`config.mk`:
```
export PLATFORM = sky130hd
export DESIGN_NAME = spfd_seq
export DESIGN_NICKNAME = d
export VERILOG_FILES = /design/src/rtl/spfd_pkg.sv /design/src/rtl/spfd_seq.sv
export SDC_FILE = /design/constraint.sdc
export NUM_CORES = 1
export LEC_CHECK = 0
export ABC_AREA = 1
export BUFFER_PORTS_ARGS = -buffer_cell sky130_fd_sc_hd__buf_2
export CAP_MARGIN = 20
export CORE_MARGIN = 2
export CORE_UTILIZATION = 49
export DETAILED_ROUTE_END_ITERATION = 16
export GPL_TIMING_DRIVEN = 0
export PLACE_DENSITY_LB_ADDON = 0.3
export SYNTH_ARGS = -nofsm -noshare
export SYNTH_HDL_FRONTEND = slang
export SYNTH_SLANG_ARGS = --single-unit
```
`constraint.sdc`:
```
create_clock -name clk -period 2.1 [get_ports clk]
set_input_delay 0.315 -clock clk [delete_from_list [all_inputs] [get_ports clk]]
set_output_delay 0.315 -clock clk [all_outputs]
set_load 0.05 [all_outputs]
```
`src/rtl/spfd_pkg.sv`:
```
// ----------------------------------------------------------------------------
// spfd_pkg
// Shared types, constants, microcode ROM and saturation helpers for the
// stereo ping-pong feedback delay.
// ----------------------------------------------------------------------------
`default_nettype none

package spfd_pkg;

	// sample and state formats
	localparam int SAMPLE_W   = 24;
	localparam int STATE_FRAC = 6;
	localparam int X_W        = SAMPLE_W + STATE_FRAC;
	localparam int ST_W       = 32;
	localparam int BL_W       = 33;
	localparam int OPA_W      = 35;
	localparam int OPB_W      = 18;
	localparam int ACC_W      = OPA_W + OPB_W;

	// delay memory
	localparam int MAX_DELAY = 131072;
	localparam int ADDR_W    = $clog2(MAX_DELAY);
	localparam int DLY_W     = 17;

	// gains, unsigned Q1.16
	localparam int GAIN_W   = 17;
	localparam int UNITY    = 65536;
	localparam int FB_CAP   = 62259;
	localparam int MIX_SH   = 16;
	localparam int FB_SH    = 16 + STATE_FRAC;

	// configuration port
	localparam int DATA_W  = 32;
	localparam int PADDR_W = 5;
	localparam int IDX_W   = 3;

	// microcode
	localparam int STEP_W = 5;

	typedef logic signed [SAMPLE_W-1:0] sample_t;
	typedef logic signed [ST_W-1:0]     st_t;
	typedef logic signed [BL_W-1:0]     bl_t;
	typedef logic signed [OPA_W-1:0]    opa_t;
	typedef logic signed [OPB_W-1:0]    opb_t;
	typedef logic signed [ACC_W-1:0]    acc_t;
	typedef logic [ADDR_W-1:0]          addr_t;
	typedef logic [DLY_W-1:0]           dly_t;
	typedef logic [GAIN_W-1:0]          gain_t;
	typedef logic [STEP_W-1:0]          step_t;

	typedef enum logic [IDX_W-1:0] {
		REG_ENABLE   = 3'd0,
		REG_DLY_L    = 3'd1,
		REG_DLY_R    = 3'd2,
		REG_FEEDBACK = 3'd3,
		REG_WET      = 3'd4,
		REG_XTALK    = 3'd5,
		REG_HP_COEFF = 3'd6,
		REG_LP_COEFF = 3'd7
	} reg_idx_t;

	// effective (capped) gains handed to the datapath
	typedef struct packed {
		gain_t hc;
		gain_t lc;
		gain_t ct;
		gain_t ct_inv;
		gain_t fb;
		gain_t wet;
		gain_t wet_inv;
	} gains_t;

	// multiplier A operand
	typedef enum logic [3:0] {
		A_ZERO,
		A_HPL,    // xl - hl
		A_HPR,    // xr - hr
		A_LPL,    // xl - hl - ll
		A_LPR,    // xr - hr - lr
		A_LL,
		A_LR,
		A_BL,
		A_BR,
		A_IL,
		A_IR,
		A_DL,
		A_DR
	} asel_t;

	// multiplier B operand
	typedef enum logic [2:0] {
		B_ZERO,
		B_HC,
		B_LC,
		B_CT,
		B_CTI,
		B_FB,
		B_WET,
		B_WETI
	} bsel_t;

	typedef enum logic [1:0] {
		ACC_HOLD,
		ACC_LD16,  // product plus half LSB of a 16-bit drop
		ACC_LD22,  // product plus half LSB of a 22-bit drop
		ACC_ADD
	} accop_t;

	typedef enum logic [3:0] {
		WB_NONE,
		WB_HL,
		WB_HR,
		WB_LL,
		WB_LR,
		WB_BL,
		WB_BR,
		WB_OL,
		WB_OR,
		WB_WL,
		WB_WR,
		WB_PASS
	} wb_t;

	typedef enum logic [1:0] {
		J_NONE,
		J_OFF,     // taken when the effect is disabled
		J_ALWAYS
	} jmp_t;

	typedef struct packed {
		asel_t  asel;
		bsel_t  bsel;
		accop_t acc;
		wb_t    wb;
		logic   rd;
		logic   capd;
		logic   emit;
		logic   bump;
		jmp_t   jmp;
		step_t  target;
		logic   last;
	} uword_t;

	localparam uword_t UW_NOP = '{
		asel: A_ZERO, bsel: B_ZERO, acc: ACC_HOLD, wb: WB_NONE,
		rd: 1'b0, capd: 1'b0, emit: 1'b0, bump: 1'b0,
		jmp: J_NONE, target: '0, last: 1'b0
	};

	localparam step_t ST_EMIT = STEP_W'(21);
	localparam step_t ST_PASS = STEP_W'(22);

	localparam acc_t RND_MIX = acc_t'(2 ** (MIX_SH - 1));
	localparam acc_t RND_FB  = acc_t'(2 ** (FB_SH - 1));

	// Microprogram. An operand pair picked at a step passes through the operand
	// registers and the product register into the accumulator, then is written back.
	function automatic uword_t ucode_word(input step_t s);
		uword_t w;
		w = UW_NOP;
		unique case (s)
			STEP_W'(0): begin
				w.rd = 1'b1; w.jmp = J_OFF; w.target = ST_PASS;
			end
			STEP_W'(1): begin
				w.capd = 1'b1;
			end
			STEP_W'(2): begin
				w.asel = A_HPL; w.bsel = B_HC;
			end
			STEP_W'(3): begin
				w.asel = A_HPR; w.bsel = B_HC;
			end
			STEP_W'(4): begin
				w.asel = A_IL; w.bsel = B_WETI; w.acc = ACC_LD16;
			end
			STEP_W'(5): begin
				w.asel = A_DL; w.bsel = B_WET; w.acc = ACC_LD16; w.wb = WB_HL;
			end
			STEP_W'(6): begin
				w.asel = A_LPL; w.bsel = B_LC; w.acc = ACC_LD16; w.wb = WB_HR;
			end
			STEP_W'(7): begin
				w.asel = A_LPR; w.bsel = B_LC; w.acc = ACC_ADD;
			end
			STEP_W'(8): begin
				w.asel = A_IR; w.bsel = B_WETI; w.acc = ACC_LD16; w.wb = WB_OL;
			end
			STEP_W'(9): begin
				w.asel = A_DR; w.bsel = B_WET; w.acc = ACC_LD16; w.wb = WB_LL;
			end
			STEP_W'(10): begin
				w.asel = A_LL; w.bsel = B_CTI; w.acc = ACC_LD16; w.wb = WB_LR;
			end
			STEP_W'(11): begin
				w.asel = A_LR; w.bsel = B_CT; w.acc = ACC_ADD;
			end
			STEP_W'(12): begin
				w.asel = A_LR; w.bsel = B_CTI; w.acc = ACC_LD16; w.wb = WB_OR;
			end
			STEP_W'(13): begin
				w.asel = A_LL; w.bsel = B_CT; w.acc = ACC_ADD;
			end
			STEP_W'(14): begin
				w.acc = ACC_LD16; w.wb = WB_BL;
			end
			STEP_W'(15): begin
				w.asel = A_BL; w.bsel = B_FB; w.acc = ACC_ADD;
			end
			STEP_W'(16): begin
				w.wb = WB_BR;
			end
			STEP_W'(17): begin
				w.asel = A_BR; w.bsel = B_FB; w.acc = ACC_LD22;
			end
			STEP_W'(18): begin
				w.wb = WB_WL;
			end
			STEP_W'(19): begin
				w.acc = ACC_LD22;
			end
			STEP_W'(20): begin
				w.wb = WB_WR; w.bump = 1'b1;
			end
			ST_EMIT: begin
				w.emit = 1'b1; w.last = 1'b1;
			end
			ST_PASS: begin
				w.wb = WB_PASS; w.jmp = J_ALWAYS; w.target = ST_EMIT;
			end
			default: begin
				w = UW_NOP;
			end
		endcase
		return w;
	endfunction

	function automatic st_t sat_st(input acc_t v);
		acc_t hi;
		acc_t lo;
		hi = acc_t'($signed({1'b0, {(ST_W - 1){1'b1}}}));
		lo = ~hi;
		if (v > hi) begin
			return hi[ST_W-1:0];
		end else if (v < lo) begin
			return lo[ST_W-1:0];
		end
		return v[ST_W-1:0];
	endfunction

	function automatic sample_t sat_smp(input acc_t v);
		acc_t hi;
		acc_t lo;
		hi = acc_t'($signed({1'b0, {(SAMPLE_W - 1){1'b1}}}));
		lo = ~hi;
		if (v > hi) begin
			return hi[SAMPLE_W-1:0];
		end else if (v < lo) begin
			return lo[SAMPLE_W-1:0];
		end
		return v[SAMPLE_W-1:0];
	endfunction

endpackage

`default_nettype wire

```
`src/rtl/spfd_seq.sv`:
```
// ----------------------------------------------------------------------------
// spfd_seq
// Step counter and microcode ROM; issues one control word per cycle while running, except while the emit step waits.
// ----------------------------------------------------------------------------
`default_nettype none

module spfd_seq (
	input  wire logic            clk,
	input  wire logic            arst_n,
	input  wire logic            start,
	input  wire logic            enable,
	input  wire logic            out_busy,
	output spfd_pkg::uword_t     ctl,
	output logic                 idle
);
	import spfd_pkg::*;

	logic   busy_q;
	step_t  step_q;
	uword_t word;
	logic   hold;
	logic   go;
	logic   busy_d;
	step_t  step_d;
	logic   taken;

	assign word = ucode_word(step_q);
	// only the emit step waits, for room in the output register
	assign hold = word.emit && out_busy;
	assign go   = busy_q && !hold;
	assign ctl  = go ? word : UW_NOP;
	assign idle = !busy_q;

	always_comb begin
		taken  = 1'b0;
		busy_d = busy_q;
		step_d = step_q;
		unique case (word.jmp)
			J_OFF:    taken = !enable;
			J_ALWAYS: taken = 1'b1;
			default:  taken = 1'b0;
		endcase
		if (!busy_q) begin
			if (start) begin
				busy_d = 1'b1;
				step_d = '0;
			end
		end else if (go) begin
			if (word.last) begin
				busy_d = 1'b0;
			end else if (taken) begin
				step_d = word.target;
			end else begin
				step_d = step_q + STEP_W'(1);
			end
		end
	end

	always_ff @(posedge clk or negedge arst_n) begin
		if (!arst_n) begin
			busy_q <= 1'b0;
			step_q <= '0;
		end else begin
			busy_q <= busy_d;
			step_q <= step_d;
		end
	end

endmodule

`default_nettype wire

```
==> results.toml, run 1 <==
[synth]
synth_nets = 165
syn_inst = 155
synth_xor_area_share_pct = 2.00
synth_top_cell_by_area = "dfrtp_1"
synth_compound_area_share_pct = 9.43
synth-simple-area-share_pct = 48.3
synth_seq_cells = 6
postSynthAreaPerCell_um2 = 5.65
muxShareOfSynthArea_pct = 0
synthAdderAreaFrac_pct = 7.14
ys_seq_area_share_pct = 17.1
synth_cell_types = 23
synth_top_family_by_area = "simple AND/OR/NAND/NOR gates"
yosysTopAreaCellShare_pct = 17.1
synth.area.top_cells = "dfrtp_1, nand2_1, nor2_1"
yosys_warnings = 0
syn_area_um2 = 876

[die]
die_y_um = 46.3
io-pin-count = 31
die_width_um = 46.3
initial_utilization_pct = 51.3
std_cell_rows = 15

[place]
dp_slack_ns = -0.105
dp_cells = 209
io_buffer_count = 29
dp_hpwl_mm = 1.85
place_area_um2 = 1120
place_congestion = 0.887

[timing]
worstEpCategory = "primary output"
repair-timing-grt-worst-ep = "ctl[16]"

[global_routing]
grt_max_degree = 11

[clocking]
cts_buffer_depth = 2
clockRootBuffer = "clkbuf_4"
cts_sinks = 6
cts_made_buffers = 3
cts.htree.levels = 1

[status]
outcome = "did not finish"
error_line = "[ERROR DPL-0038] Utilization greater than 100%, impossible to legalize"
haltStage = "global routing (5_1_grt)"
-- timing repair --
action	CTS
gates resized for setup	86
endpoints found under the hold margin	6
hold buffers	1
setup endpoints to repair	24
pin swaps	7
buffers inserted	14
cloned	1
-- metrics by stage --
stage          TNS [ns]  hold WS, ns
2_1_floorplan    -0.205       0.0194
3_3_place_gp     -0.168        0.136
3_5_place_dp     -0.335        0.137
4_1_cts         -0.0283        0.319
-- synthesized netlist by cell type --
master     n
a21oi_1    9
nand3_1   16
o21ai_0    6
dfrtp_1    6
nand2_1   40
nand2_2    1
inv_1     20
xor2_1     2
inv_2      2
nor2_8     1
o211ai_1   1
nor3_1     1
buf_4      5
nand4_1    1
conb_1     1
nand3_2    1
ha_1       5
nor2_4     1
buf_2      1
and3_1     1
nor2_1    32
nand3b_1   1
buf_6      1
-- logic make-up after synthesis --
logic type,after synthesis
xor+xnor,2
buf+inv,29
fa+ha+maj,5
flops,6
simple gates,96
compound gates,16
other cells,1
==> run 2, diff against run 1 <==
--- a/config.mk
+++ b/config.mk
@@ -8,11 +8,11 @@
 export ABC_AREA = 1
 export BUFFER_PORTS_ARGS = -buffer_cell sky130_fd_sc_hd__buf_2
 export CAP_MARGIN = 20
-export CORE_MARGIN = 2
-export CORE_UTILIZATION = 49
+export CORE_AREA = 2 2 63 65
 export DETAILED_ROUTE_END_ITERATION = 16
+export DIE_AREA = 0 0 65 67
 export GPL_TIMING_DRIVEN = 0
-export PLACE_DENSITY_LB_ADDON = 0.3
+export PLACE_DENSITY_LB_ADDON = 0.15
 export SYNTH_ARGS = -nofsm -noshare
 export SYNTH_HDL_FRONTEND = slang
 export SYNTH_SLANG_ARGS = --single-unit
==> run 2 against run 1 <==
  * The run now ends clean
  * Synthesized cell count is the same
  * Synthesized area stayed put
==> results.toml, run 2 <==
[timing]
hold_violations = 0
rsz0062_at_grt = "yes"
fin_crit_ns = 2.09
slew_viol_final = 0
finalSetupTns_ns = 0
fmax_mhz = 479
setup_violations = 0
finClkSkew_ns = 0.00431
post-route-period-util_pct = 99.4

[finish]
final_common_cell = "buf_4"
diodes = 0
area_delta_synth_final_pct = 108
reg_top3 = "step_q: 5 flops, busy_q: 1 flops"
fin_nets = 224
drive_gt1_share_pct = 63.2
finalInstanceArea_um2 = 1820
layout_common_cells = "buf_4, nand2_1, buf_6"
largest_register_ffs = 5
top_register = "step_q"

[setup_path]
ff2ff_setup_slack_ns = 0.38
rr_worst_depth = 11
cp_max_fo = 4
start_kind = "flip-flop"
crit_type = "flip-flop to output pin"
critPathArrivalTime_ns = 1.77
endpoint_kind = "output pin"
crit_required_ns = 1.78

[global_routing]
grt_max_degree = 11
grt_pass1_wl_mm = 5.09
grt_use_total_pct = 15.1
antenna_found_initial = 0
grt_pass1_vias = 1113
grt-ovfl-total = 0

[routing]
drc = 0
routed_wl_mm = 3.18
via_per_inst = 4.51
post_drt_wl_per_cell_um = 12.2
dr.pass1.iters = 4
antenna_left = 0
dr_total_vias = 1172
drtIter0Drc = 53

[synth]
ys_seq_area_share_pct = 17.1
yosysMostFrequentCell = "nand2_1"
synthTopCellsByCount = "nand2_1, nor2_1, inv_1, nand3_1, a21oi_1"
synth_top_cell_by_area = "dfrtp_1"
synth_nets = 165
synth_edf_count = 0
syn_area_um2 = 876
postSynthAreaPerCell_um2 = 5.65
ys_async_sr_fraction_pct = 100
yosys_warnings = 0
synth_cell_types = 23
yosysTopAreaCellShare_pct = 17.1
synthFlopType = "dfrtp_1"
synth.area.top_cells = "dfrtp_1, nand2_1, nor2_1"
synth_seq_cells = 6
syn_inst = 155

[clocking]
clk_pin_slew_ns = 0.04
cts_sinks = 6
clockRootBuffer = "clkbuf_8"
cts.htree.levels = 1
cts_made_buffers = 3
cts_tree = "built"
worstSkewPairLatency_ns = 0.23
cts_buffer_depth = 2

[place]
dp_hpwl_mm = 2.13
place_congestion = 0.870
place_area_um2 = 1140
io_buffer_count = 29

[job]
maxCapViolCount = 0

[die]
io-pin-count = 31
std_cell_rows = 22
die_y_um = 67
die_area_um2 = 4360
die_width_um = 65
initial_utilization_pct = 24.3
core_area_um2 = 3610

[min_path]
min_path_type = "input port to flip-flop"
whs_path_depth = 3

[status]
outcome = "finished clean"
[run 2: cell counts after synthesis]
Identical to the previous run, type by type.
[run 2: per-stage QoR]
| step | instances | util (%) | worst slack (ns) | hold WS (ns) |
|---|---|---|---|---|
| 5_1_grt | 260 | 50.6 | -0.0540 | 0.382 |
| 3_5_place_dp | 232 | 31.7 | -0.146 | 0.153 |
| 3_3_place_gp | 232 | 31.7 | -0.117 | 0.150 |
| 2_1_floorplan | 155 | - | -0.135 | 0.0194 |
| 6_report | 260 | 50.6 | 0.0128 | 0.345 |
| 4_1_cts | 253 | 44.7 | -0.00524 | 0.333 |
[run 2: critical path, cell delays in order (launching register included)]
cell and delay, ns:
dfrtp_2 0.46, ha_4 0.20, inv_4 0.06, nor2_4 0.03, ha_4 0.17, inv_4 0.06, nand2_4 0.05, nor2_4 0.15
nand3b_1 0.09, nand2_1 0.08, inv_2 0.04, buf_8 0.14
[run 2: area by class of cell]
type,instances,area [µm²]
Buffer,6,61.3
Clock buffer,3,41.3
Fill cell,355,1780
Inverter,22,95.1
Multi-Input combinational cell,120,906
Sequential cell,6,155
Tap cell,48,60.1
Timing Repair Buffer,55,505
[run 2: per-layer routing]
layer | GRT usage [%] | share of wire (%) | up-vias
met5 | 0 | 0 | -
met4 | 3.46 | 0.82 | 0
met3 | 2.36 | 3.0 | 2
met2 | 28.4 | 54 | 25
met1 | 17.8 | 43 | 544
li1 | - | - | 601
[run 2: cell families after synthesis]
logic type / share of synthesized area, %
and+or+nand+nor: 48.3
buffers and inverters: 15.6
AOI/OAI and AO/OA: 9.43
DFF: 17.1
adders and majority gates: 7.14
xor gates and xnor gates: 2.00
other: 0.428
[run 2: timing repair]
| action | 4_1_cts | 5_1_grt |
|---|---|---|
| hold endpoints to repair | 6 | 0 |
| gates resized for setup | 75 | 48 |
| setup buffers | 16 | 8 |
| cloned | 1 | 0 |
| hold buffers | 1 | 0 |
| pin swaps | 6 | 19 |
| setup endpoints to repair | 24 | 21 |
[run 2: path summary, 6_finish.rpt]
check,end,from
worst min-delay path,busy_q,start
max in group asynchronous,step_q[2],arst_n
min in group asynchronous,busy_q,arst_n
worst max register to register,step_q[3],step_q[0]
worst max-delay path,ctl[23],step_q[0]
worst min register to register,busy_q,busy_q
Power of run 2 is not shown: default switching activity piles up to over one toggle a cycle in this logic, so the estimate is an artifact.
