--- src/rtl/spfd_pkg.sv ---
// ----------------------------------------------------------------------------
// spfd_pkg
// Shared types, constants, microcode ROM and saturation helpers for the
// stereo ping-pong feedback delay.
// ----------------------------------------------------------------------------
`default_nettype none

package spfd_pkg;

	// sample and state formats
	localparam int SAMPLE_W   = 24;
	localparam int STATE_FRAC = 6;
	localparam int X_W        = SAMPLE_W + STATE_FRAC;
	localparam int ST_W       = 32;
	localparam int BL_W       = 33;
	localparam int OPA_W      = 35;
	localparam int OPB_W      = 18;
	localparam int ACC_W      = OPA_W + OPB_W;

	// delay memory
	localparam int MAX_DELAY = 131072;
	localparam int ADDR_W    = $clog2(MAX_DELAY);
	localparam int DLY_W     = 17;

	// gains, unsigned Q1.16
	localparam int GAIN_W   = 17;
	localparam int UNITY    = 65536;
	localparam int FB_CAP   = 62259;
	localparam int MIX_SH   = 16;
	localparam int FB_SH    = 16 + STATE_FRAC;

	// configuration port
	localparam int DATA_W  = 32;
	localparam int PADDR_W = 5;
	localparam int IDX_W   = 3;

	// microcode
	localparam int STEP_W = 5;

	typedef logic signed [SAMPLE_W-1:0] sample_t;
	typedef logic signed [ST_W-1:0]     st_t;
	typedef logic signed [BL_W-1:0]     bl_t;
	typedef logic signed [OPA_W-1:0]    opa_t;
	typedef logic signed [OPB_W-1:0]    opb_t;
	typedef logic signed [ACC_W-1:0]    acc_t;
	typedef logic [ADDR_W-1:0]          addr_t;
	typedef logic [DLY_W-1:0]           dly_t;
	typedef logic [GAIN_W-1:0]          gain_t;
	typedef logic [STEP_W-1:0]          step_t;

	typedef enum logic [IDX_W-1:0] {
		REG_ENABLE   = 3'd0,
		REG_DLY_L    = 3'd1,
		REG_DLY_R    = 3'd2,
		REG_FEEDBACK = 3'd3,
		REG_WET      = 3'd4,
		REG_XTALK    = 3'd5,
		REG_HP_COEFF = 3'd6,
		REG_LP_COEFF = 3'd7
	} reg_idx_t;

	// effective (capped) gains handed to the datapath
	typedef struct packed {
		gain_t hc;
		gain_t lc;
		gain_t ct;
		gain_t ct_inv;
		gain_t fb;
		gain_t wet;
		gain_t wet_inv;
	} gains_t;

	// multiplier A operand
	typedef enum logic [3:0] {
		A_ZERO,
		A_HPL,    // xl - hl
		A_HPR,    // xr - hr
		A_LPL,    // xl - hl - ll
		A_LPR,    // xr - hr - lr
		A_LL,
		A_LR,
		A_BL,
		A_BR,
		A_IL,
		A_IR,
		A_DL,
		A_DR
	} asel_t;

	// multiplier B operand
	typedef enum logic [2:0] {
		B_ZERO,
		B_HC,
		B_LC,
		B_CT,
		B_CTI,
		B_FB,
		B_WET,
		B_WETI
	} bsel_t;

	typedef enum logic [1:0] {
		ACC_HOLD,
		ACC_LD16,  // product plus half LSB of a 16-bit drop
		ACC_LD22,  // product plus half LSB of a 22-bit drop
		ACC_ADD
	} accop_t;

	typedef enum logic [3:0] {
		WB_NONE,
		WB_HL,
		WB_HR,
		WB_LL,
		WB_LR,
		WB_BL,
		WB_BR,
		WB_OL,
		WB_OR,
		WB_WL,
		WB_WR,
		WB_PASS
	} wb_t;

	typedef enum logic [1:0] {
		J_NONE,
		J_OFF,     // taken when the effect is disabled
		J_ALWAYS
	} jmp_t;

	typedef struct packed {
		asel_t  asel;
		bsel_t  bsel;
		accop_t acc;
		wb_t    wb;
		logic   rd;
		logic   capd;
		logic   emit;
		logic   bump;
		jmp_t   jmp;
		step_t  target;
		logic   last;
	} uword_t;

	localparam uword_t UW_NOP = '{
		asel: A_ZERO, bsel: B_ZERO, acc: ACC_HOLD, wb: WB_NONE,
		rd: 1'b0, capd: 1'b0, emit: 1'b0, bump: 1'b0,
		jmp: J_NONE, target: '0, last: 1'b0
	};

	localparam step_t ST_EMIT = STEP_W'(21);
	localparam step_t ST_PASS = STEP_W'(22);

	localparam acc_t RND_MIX = acc_t'(2 ** (MIX_SH - 1));
	localparam acc_t RND_FB  = acc_t'(2 ** (FB_SH - 1));

	// Microprogram. An operand pair picked at a step passes through the operand
	// registers and the product register into the accumulator, then is written back.
	function automatic uword_t ucode_word(input step_t s);
		uword_t w;
		w = UW_NOP;
		unique case (s)
			STEP_W'(0): begin
				w.rd = 1'b1; w.jmp = J_OFF; w.target = ST_PASS;
			end
			STEP_W'(1): begin
				w.capd = 1'b1;
			end
			STEP_W'(2): begin
				w.asel = A_HPL; w.bsel = B_HC;
			end
			STEP_W'(3): begin
				w.asel = A_HPR; w.bsel = B_HC;
			end
			STEP_W'(4): begin
				w.asel = A_IL; w.bsel = B_WETI; w.acc = ACC_LD16;
			end
			STEP_W'(5): begin
				w.asel = A_DL; w.bsel = B_WET; w.acc = ACC_LD16; w.wb = WB_HL;
			end
			STEP_W'(6): begin
				w.asel = A_LPL; w.bsel = B_LC; w.acc = ACC_LD16; w.wb = WB_HR;
			end
			STEP_W'(7): begin
				w.asel = A_LPR; w.bsel = B_LC; w.acc = ACC_ADD;
			end
			STEP_W'(8): begin
				w.asel = A_IR; w.bsel = B_WETI; w.acc = ACC_LD16; w.wb = WB_OL;
			end
			STEP_W'(9): begin
				w.asel = A_DR; w.bsel = B_WET; w.acc = ACC_LD16; w.wb = WB_LL;
			end
			STEP_W'(10): begin
				w.asel = A_LL; w.bsel = B_CTI; w.acc = ACC_LD16; w.wb = WB_LR;
			end
			STEP_W'(11): begin
				w.asel = A_LR; w.bsel = B_CT; w.acc = ACC_ADD;
			end
			STEP_W'(12): begin
				w.asel = A_LR; w.bsel = B_CTI; w.acc = ACC_LD16; w.wb = WB_OR;
			end
			STEP_W'(13): begin
				w.asel = A_LL; w.bsel = B_CT; w.acc = ACC_ADD;
			end
			STEP_W'(14): begin
				w.acc = ACC_LD16; w.wb = WB_BL;
			end
			STEP_W'(15): begin
				w.asel = A_BL; w.bsel = B_FB; w.acc = ACC_ADD;
			end
			STEP_W'(16): begin
				w.wb = WB_BR;
			end
			STEP_W'(17): begin
				w.asel = A_BR; w.bsel = B_FB; w.acc = ACC_LD22;
			end
			STEP_W'(18): begin
				w.wb = WB_WL;
			end
			STEP_W'(19): begin
				w.acc = ACC_LD22;
			end
			STEP_W'(20): begin
				w.wb = WB_WR; w.bump = 1'b1;
			end
			ST_EMIT: begin
				w.emit = 1'b1; w.last = 1'b1;
			end
			ST_PASS: begin
				w.wb = WB_PASS; w.jmp = J_ALWAYS; w.target = ST_EMIT;
			end
			default: begin
				w = UW_NOP;
			end
		endcase
		return w;
	endfunction

	function automatic st_t sat_st(input acc_t v);
		acc_t hi;
		acc_t lo;
		hi = acc_t'($signed({1'b0, {(ST_W - 1){1'b1}}}));
		lo = ~hi;
		if (v > hi) begin
			return hi[ST_W-1:0];
		end else if (v < lo) begin
			return lo[ST_W-1:0];
		end
		return v[ST_W-1:0];
	endfunction

	function automatic sample_t sat_smp(input acc_t v);
		acc_t hi;
		acc_t lo;
		hi = acc_t'($signed({1'b0, {(SAMPLE_W - 1){1'b1}}}));
		lo = ~hi;
		if (v > hi) begin
			return hi[SAMPLE_W-1:0];
		end else if (v < lo) begin
			return lo[SAMPLE_W-1:0];
		end
		return v[SAMPLE_W-1:0];
	endfunction

endpackage

`default_nettype wire

--- src/rtl/spfd_dp.sv ---
// ----------------------------------------------------------------------------
// spfd_dp
// Shared multiply-accumulate datapath with filter states and work registers.
// ----------------------------------------------------------------------------
`default_nettype none

module spfd_dp (
	input  wire logic              clk,
	input  wire logic              arst_n,
	input  wire spfd_pkg::uword_t  ctl,
	input  wire spfd_pkg::gains_t  gains,
	input  wire logic              load_in,
	input  wire spfd_pkg::sample_t in_l,
	input  wire spfd_pkg::sample_t in_r,
	input  wire spfd_pkg::sample_t dl,
	input  wire spfd_pkg::sample_t dr,
	output spfd_pkg::sample_t      wdata,
	output spfd_pkg::sample_t      out_l,
	output spfd_pkg::sample_t      out_r
);
	import spfd_pkg::*;

	st_t     hl_q, hr_q, ll_q, lr_q;
	sample_t il_q, ir_q, dl_q, dr_q;
	sample_t ol_q, or_q;
	bl_t     bl_q, br_q;
	opa_t    opa_q;
	opb_t    opb_q;
	acc_t    prod_q;
	acc_t    acc_q;

	logic signed [X_W-1:0] xl, xr;
	opa_t opa_d;
	opb_t opb_d;
	acc_t sh_mix;
	acc_t sh_fb;

	assign xl = $signed({dl_q, {STATE_FRAC{1'b0}}});
	assign xr = $signed({dr_q, {STATE_FRAC{1'b0}}});

	assign sh_mix = acc_q >>> MIX_SH;
	assign sh_fb  = acc_q >>> FB_SH;

	assign wdata = (ctl.wb == WB_WR) ? sat_smp(acc_t'(ir_q) + sh_fb)
	                                 : sat_smp(acc_t'(il_q) + sh_fb);
	assign out_l = ol_q;
	assign out_r = or_q;

	always_comb begin
		unique case (ctl.asel)
			A_HPL:   opa_d = opa_t'(xl) - opa_t'(hl_q);
			A_HPR:   opa_d = opa_t'(xr) - opa_t'(hr_q);
			A_LPL:   opa_d = opa_t'(xl) - opa_t'(hl_q) - opa_t'(ll_q);
			A_LPR:   opa_d = opa_t'(xr) - opa_t'(hr_q) - opa_t'(lr_q);
			A_LL:    opa_d = opa_t'(ll_q);
			A_LR:    opa_d = opa_t'(lr_q);
			A_BL:    opa_d = opa_t'(bl_q);
			A_BR:    opa_d = opa_t'(br_q);
			A_IL:    opa_d = opa_t'(il_q);
			A_IR:    opa_d = opa_t'(ir_q);
			A_DL:    opa_d = opa_t'(dl_q);
			A_DR:    opa_d = opa_t'(dr_q);
			default: opa_d = '0;
		endcase
	end

	always_comb begin
		unique case (ctl.bsel)
			B_HC:    opb_d = $signed({1'b0, gains.hc});
			B_LC:    opb_d = $signed({1'b0, gains.lc});
			B_CT:    opb_d = $signed({1'b0, gains.ct});
			B_CTI:   opb_d = $signed({1'b0, gains.ct_inv});
			B_FB:    opb_d = $signed({1'b0, gains.fb});
			B_WET:   opb_d = $signed({1'b0, gains.wet});
			B_WETI:  opb_d = $signed({1'b0, gains.wet_inv});
			default: opb_d = '0;
		endcase
	end

	// filter states
	always_ff @(posedge clk or negedge arst_n) begin
		if (!arst_n) begin
			hl_q <= '0;
			hr_q <= '0;
			ll_q <= '0;
			lr_q <= '0;
		end else begin
			if (ctl.wb == WB_HL) hl_q <= sat_st(acc_t'(hl_q) + sh_mix);
			if (ctl.wb == WB_HR) hr_q <= sat_st(acc_t'(hr_q) + sh_mix);
			if (ctl.wb == WB_LL) ll_q <= sat_st(acc_t'(ll_q) + sh_mix);
			if (ctl.wb == WB_LR) lr_q <= sat_st(acc_t'(lr_q) + sh_mix);
		end
	end

	always_ff @(posedge clk) begin
		opa_q  <= opa_d;
		opb_q  <= opb_d;
		prod_q <= opa_q * opb_q;

		unique case (ctl.acc)
			ACC_LD16: acc_q <= prod_q + RND_MIX;
			ACC_LD22: acc_q <= prod_q + RND_FB;
			ACC_ADD:  acc_q <= acc_q + prod_q;
			default:  acc_q <= acc_q;
		endcase

		if (load_in) begin
			il_q <= in_l;
			ir_q <= in_r;
		end
		if (ctl.capd) begin
			dl_q <= dl;
			dr_q <= dr;
		end

		unique case (ctl.wb)
			WB_BL:   bl_q <= bl_t'(sh_mix);
			WB_BR:   br_q <= bl_t'(sh_mix);
			WB_OL:   ol_q <= sat_smp(sh_mix);
			WB_OR:   or_q <= sat_smp(sh_mix);
			WB_PASS: begin
				ol_q <= il_q;
				or_q <= ir_q;
			end
			default: begin
			end
		endcase
	end

endmodule

`default_nettype wire

--- config.mk ---
export PLATFORM = sky130hd
export DESIGN_NAME = spfd_dp
export DESIGN_NICKNAME = d
export VERILOG_FILES = /design/src/rtl/spfd_pkg.sv /design/src/rtl/spfd_dp.sv
export SDC_FILE = /design/constraint.sdc
export NUM_CORES = 2
export LEC_CHECK = 0
export ABC_AREA = 0
export BUFFER_PORTS_ARGS = -buffer_cell sky130_fd_sc_hd__buf_2
export CAP_MARGIN = 10
export CORE_ASPECT_RATIO = 0.75
export CORE_MARGIN = 4
export CORE_UTILIZATION = 58
export DETAILED_ROUTE_END_ITERATION = 12
export PLACE_DENSITY = 0.78
export SLEW_MARGIN = 25
export SYNTH_ARGS = -nofsm -noshare
export SYNTH_HDL_FRONTEND = slang
export SYNTH_SLANG_ARGS = --single-unit
--- constraint.sdc ---
create_clock -name clk -period 6 [get_ports clk]
set_input_delay 0.6 -clock clk [delete_from_list [all_inputs] [get_ports clk]]
set_output_delay 0.6 -clock clk [all_outputs]
set_load 0.01 [all_outputs]
# ---- Yosys cells after proc, flatten, opt, wreduce, memory -nomap -nowiden
# Index checks and enable logic that the tools add are counted.
dict set report word_totals {
  regBits 496
  latchBits 0
  ramBits 0
  mem_bits_ro 0
  inputBits 243
  out_inout_bits 72
  elab_cells 127
  memories 0
}
dict set report classes {
  add_sub_neg 13
  multipliers 1
  div_mod_pow 0
  n_lt_le_gt_ge 14
  eq_ne 32
  n_shift 0
  muxes 48
  bitwise 0
  reduce_logical 3
}
# cell count
set ops {}
lappend ops {{$pmux W35 S12} 1}
lappend ops {{$mux W32} 12}
lappend ops {{$mux W24} 11}
lappend ops {{$pmux W53 S3} 1}
lappend ops {{$add A32 B37 Y38} 4}
lappend ops {{$gt A38 B32 Y1 const B} 4}
lappend ops {{$lt A38 B32 Y1 const B} 4}
lappend ops {{$pmux W17 S7} 1}
lappend ops {{$pmux W24 S2} 2}
lappend ops {{$sub A33 B32 Y34} 2}
lappend ops {{$sub A30 B32 Y33} 2}
lappend ops {{$add A24 B31 Y32} 2}
lappend ops {{$gt A32 B24 Y1 const B} 2}
lappend ops {{$lt A32 B24 Y1 const B} 2}
lappend ops {{$add A53 B17 Y53 const B} 1}
lappend ops {{$add A53 B23 Y53 const B} 1}
lappend ops {{$add A53 B53 Y53} 1}
lappend ops {{$mul A35 B18 Y53} 1}
lappend ops {{$gt A37 B24 Y1 const B} 1}
lappend ops {{$lt A37 B24 Y1 const B} 1}
lappend ops {{$eq A4 B3 Y1 const B} 8}
lappend ops {{$eq A4 B4 Y1 const B} 8}
lappend ops {{$mux W1} 20}
lappend ops {{$eq A4 B2 Y1 const B} 4}
lappend ops {{8 further kinds} 15}

# ---- Longest topological paths before layout
dict set report logic_depth {
  depth_word 6
  ltp_mapped 26
  ltp_nobuf 25
}

# ---- Worst setup path after synthesis
# No wires, ideal clock.
dict set report synth_path {
  path_type {register to register}
  from {register opb_q[9]}
  to {register prod_q[52]}
  setup_time_ns 0.121
  arrival_ns 6.269
  t_required_ns 5.879
  setup_slack_ns -0.390
  stages_incl_launch_ff 27
  n_path_buf 2
  synth_period_minus_slack_ns 6.390
  cell_sequence {dfxtp_1 clkbuf_1 clkbuf_1 nand2_1 fa_1 inv_1 fa_1 inv_1 fa_1 inv_1 fa_1 fa_1 inv_1 fa_1 inv_1 ha_1 a21oi_1 o21ai_0 a211oi_1 o21ai_0 a21oi_1 o31ai_1 a21oi_1 o31ai_1 a211o_1 a221o_1 xnor2_1}
}
dict set report synth_between {
  elab_chain_len 1
}
# element line_no
set synth_rtl {}
lappend synth_rtl {{start: declaration} spfd_dp.sv:28} ;# opb_t opb_q;
lappend synth_rtl {{start signal: assignment} spfd_dp.sv:97} ;# opb_q <= opb_d;
lappend synth_rtl {{$mul A35 B18 Y53} spfd_dp.sv:98} ;# prod_q <= opa_q * opb_q;
lappend synth_rtl {{end signal: assignment} spfd_dp.sv:98}
lappend synth_rtl {{end: declaration} spfd_dp.sv:29} ;# acc_t prod_q;
# Every way passes these cells.
# A chain may end at the register's enable or synchronous reset.

# ---- Worst setup path in the final report
dict set report layout_path {
  from {register opb_q[3]}
  to {register prod_q[52]}
}
# Same word-level chain as after synthesis.

==> results.md <==
- Final core utilization: 67.06%
- Initial antenna violation count: 18
- Die Width: 381.5 microns
- First DRT Iteration DRCs: 6,699
- Met3 Use GR: 12.58%
- P&R area growth vs syn: 14.35%
- Hold WS: 0.1128 ns
- Post-route setup slack: -0.4566 ns
- DIE AREA: 109,900 sq um
- CP Launch Type: register
- Min-Delay Path Class: in2reg
- Cts bufs inserted: 57
- Met2 usage: 54.21%
- Arr. time, crit path: 7.00 ns
- Min-Delay Startpoint: in_l[14]
- Wire per inst: 24.13 microns
- Fmax: 154.9 MHz
- Post-synth ARST share: 25.86%
- RR Startpoint: opb_q[3]
- Sequential-to-total area share from yosys stat: 21.72%
- TritonRoute pass-1 iters: 6
- EDFF count, synth: 263
- Met1 usage: 53.29%
- Final Skew: 0.02759 ns
- Clk slew on worst S/H paths: 0.07 ns
- Largest net degree at the start of global routing: 84
- Dpl hpwl: 168.1 mm
- Synth Net Count: 8,173
- Vias per Instance: 6.326
- Cell with the most instances after synthesis: inv_1
- Top post-synthesis cells by count: inv_1 (855), nand2_1 (709), fa_1 (564)
- Die height: 288.2 microns
- Root Buffer: clkbuf_16
- Max-cap violation count: 0
- Layout net count: 8,669
- Layout cells sized above 1: 14.26%
- RSZ-0062 raised after global routing: true
- Avg Cell Area, Syn: 8.849 sq um
- CTS tree: done
- First-pass GRT wire length: 319.8 mm
- Setup CP Type: reg2reg
- Clk sinks: 495
- Minimum clock period: 6.457 ns
- # DRC: 0
- Dpl cells: 8,672
- Top-Level Pins: 315
- Top post-synthesis cells by area: fa_1 (19%), edfxtp_1 (13%), ha_1 (10%)
- GRT Total Usage: 37.76%
- Routed WL: 212.9 mm
- Worst slew pin tran: 1.157 ns
- Vias in the first global route: 53,660
- Top Usage Layer GRT: met2
- Final hold violation count: 0
- Top FF cell, synth: edfxtp_1
- Yosys warnings: 0
- Non-Filler Instances: 8,825
- Skew-Pair Late Insertion Delay: 0.67 ns
- Max FO, Critical Path: 5
- CTS Buffer Depth: 3
- Post-synth top area cell: fa_1
- Final ANT Viol Nets: 0
- Violated checks: negative setup slack
- Relative slew slack: 22.53%
- IO buf count: 303
- Worst reg-to-reg setup slack: -0.46 ns
- Worst setup EP type: register
- RD Place Congestion: 1.049
- Synth Register Bits: 495
- DR vias: 55,830
- Site Rows: 102
- Crit path from: opb_q[3]
- Area share of the largest cell type after synthesis: 18.60%
- Core area: 103,500 sq um
- CP required: 6.54 ns
- Status: complete, but fails checks
- Final worst-path cycle share: 107.6%
- Starting Density: 58.64%
- Synth cell types: 99
- Global route overflow: 0
- Cell Area, Synth: 60,700 sq um
- Cells after synthesis: 6,859
- # H-tree levels: 2
- Count of final setup violators: 17
- Max Transition Viols Final: 0
-- through the flow --
| step | cell area, sq um | TNS [ns] | setup WS, ns |
|---|---|---|---|
| after global placement | 66260 | -6.621 | -0.6210 |
| after detailed placement | 66290 | -9.618 | -0.8861 |
| after global routing | 69370 | -6.492 | -0.5507 |
| final | 69410 | -3.693 | -0.4566 |
| after CTS | 68880 | -2.430 | -0.3627 |
| after floorplan | 60920 | -0.06741 | -0.06741 |
-- worst max-delay path, cell delays in order (launching register included) --
cell      delay [ns]
dfxtp_4         0.39
buf_12          0.15
and2_4          0.16
fa_1            0.51
inv_2           0.04
fa_1            0.49
fa_1            0.53
fa_1            0.52
inv_1           0.05
fa_1            0.49
inv_2           0.04
fa_1            0.49
inv_2           0.05
ha_4            0.21
a21o_1          0.17
a21o_1          0.18
a211oi_2        0.26
o21ai_4         0.13
a21oi_4         0.28
o31ai_4         0.11
a21oi_4         0.20
o31ai_4         0.09
a211o_1         0.30
a221o_1         0.33
xnor2_1         0.14
-- routing by layer --
metal	share of wire [%]	up-vias
met5	0.038	-
met4	4.3	6
met3	14	520
met2	41	3217
met1	41	27180
li1	-	24910
-- final timing paths --
check                                  end  cells past startpoint
worst max-delay path            prod_q[52]                     24
worst min-delay path              il_q[14]                      1
worst max register to register  prod_q[52]                     24
worst min register to register    opa_q[0]                      2
max in group asynchronous         hl_q[31]                      3
min in group asynchronous         hl_q[22]                      2
-- flip-flops by register name, summed over array words and instances, names as in the netlist --
signal,cells
out_r,24
acc_q,53
dr_q,24
br_q,33
ll_q,32
dl_q,24
il_q,24
lr_q,32
out_l,24
opb_q,17
hl_q,32
hr_q,32
bl_q,33
prod_q,53
ir_q,24
opa_q,34
-- cell type report --
cell class / instances / area, sq um
multi-input combinational: 5241 / 44030
fill: 8276 / 34090
sequential: 495 / 13230
timing repair buffer: 704 / 5082
inverter: 856 / 3213
tap: 1404 / 1757
clock buffer: 69 / 1554
clock inverter: 39 / 495.5
antenna: 17 / 42.54
-- cell usage in the layout, fill, tap and decap left out, types with 30 or more instances in the layout --
cell	n
inv_1	839
nand2_1	704
fa_1	551
a21oi_1	520
ha_1	495
buf_4	344
buf_2	300
a21o_1	294
o21ai_0	287
nor2_1	280
edfxtp_1	263
xnor2_1	250
and2_1	244
xor2_1	141
dfrtp_1	128
nand3_1	115
a22oi_1	95
nand2b_1	80
dfxtp_1	79
a221o_1	78
a31oi_1	71
nand4_1	62
o21a_1	61
clkbuf_16	61
nor3_1	56
and3_1	55
nor2b_1	52
a221oi_1	50
o21bai_1	46
a211oi_1	39
o211ai_1	36
o22ai_1	31
o31ai_1	31
or3_1	30
mux2i_1	30
-- what timing repair did --
action	CTS	global route
endpoints found under the setup margin	36	50
hold endpoints to repair	59	0
pin swaps	78	58
hold buffers	1	0
buffers inserted	5	17
cloned	2	3
gates resized for setup	123	76
-- cells by family after synthesis --
| group | synth area share, % |
|---|---|
| buffers and inverters | 7.089 |
| XOR/XNOR | 5.685 |
| flip-flops | 21.72 |
| adder cells (fa/ha/maj) | 29.05 |
| multiplexers | 1.163 |
| AO/OA/AOI/OAI | 20.89 |
| AND/OR/NAND/NOR | 14.40 |
Power is not shown: default switching activity piles up to over one toggle a cycle in this logic, so the estimate is an artifact.
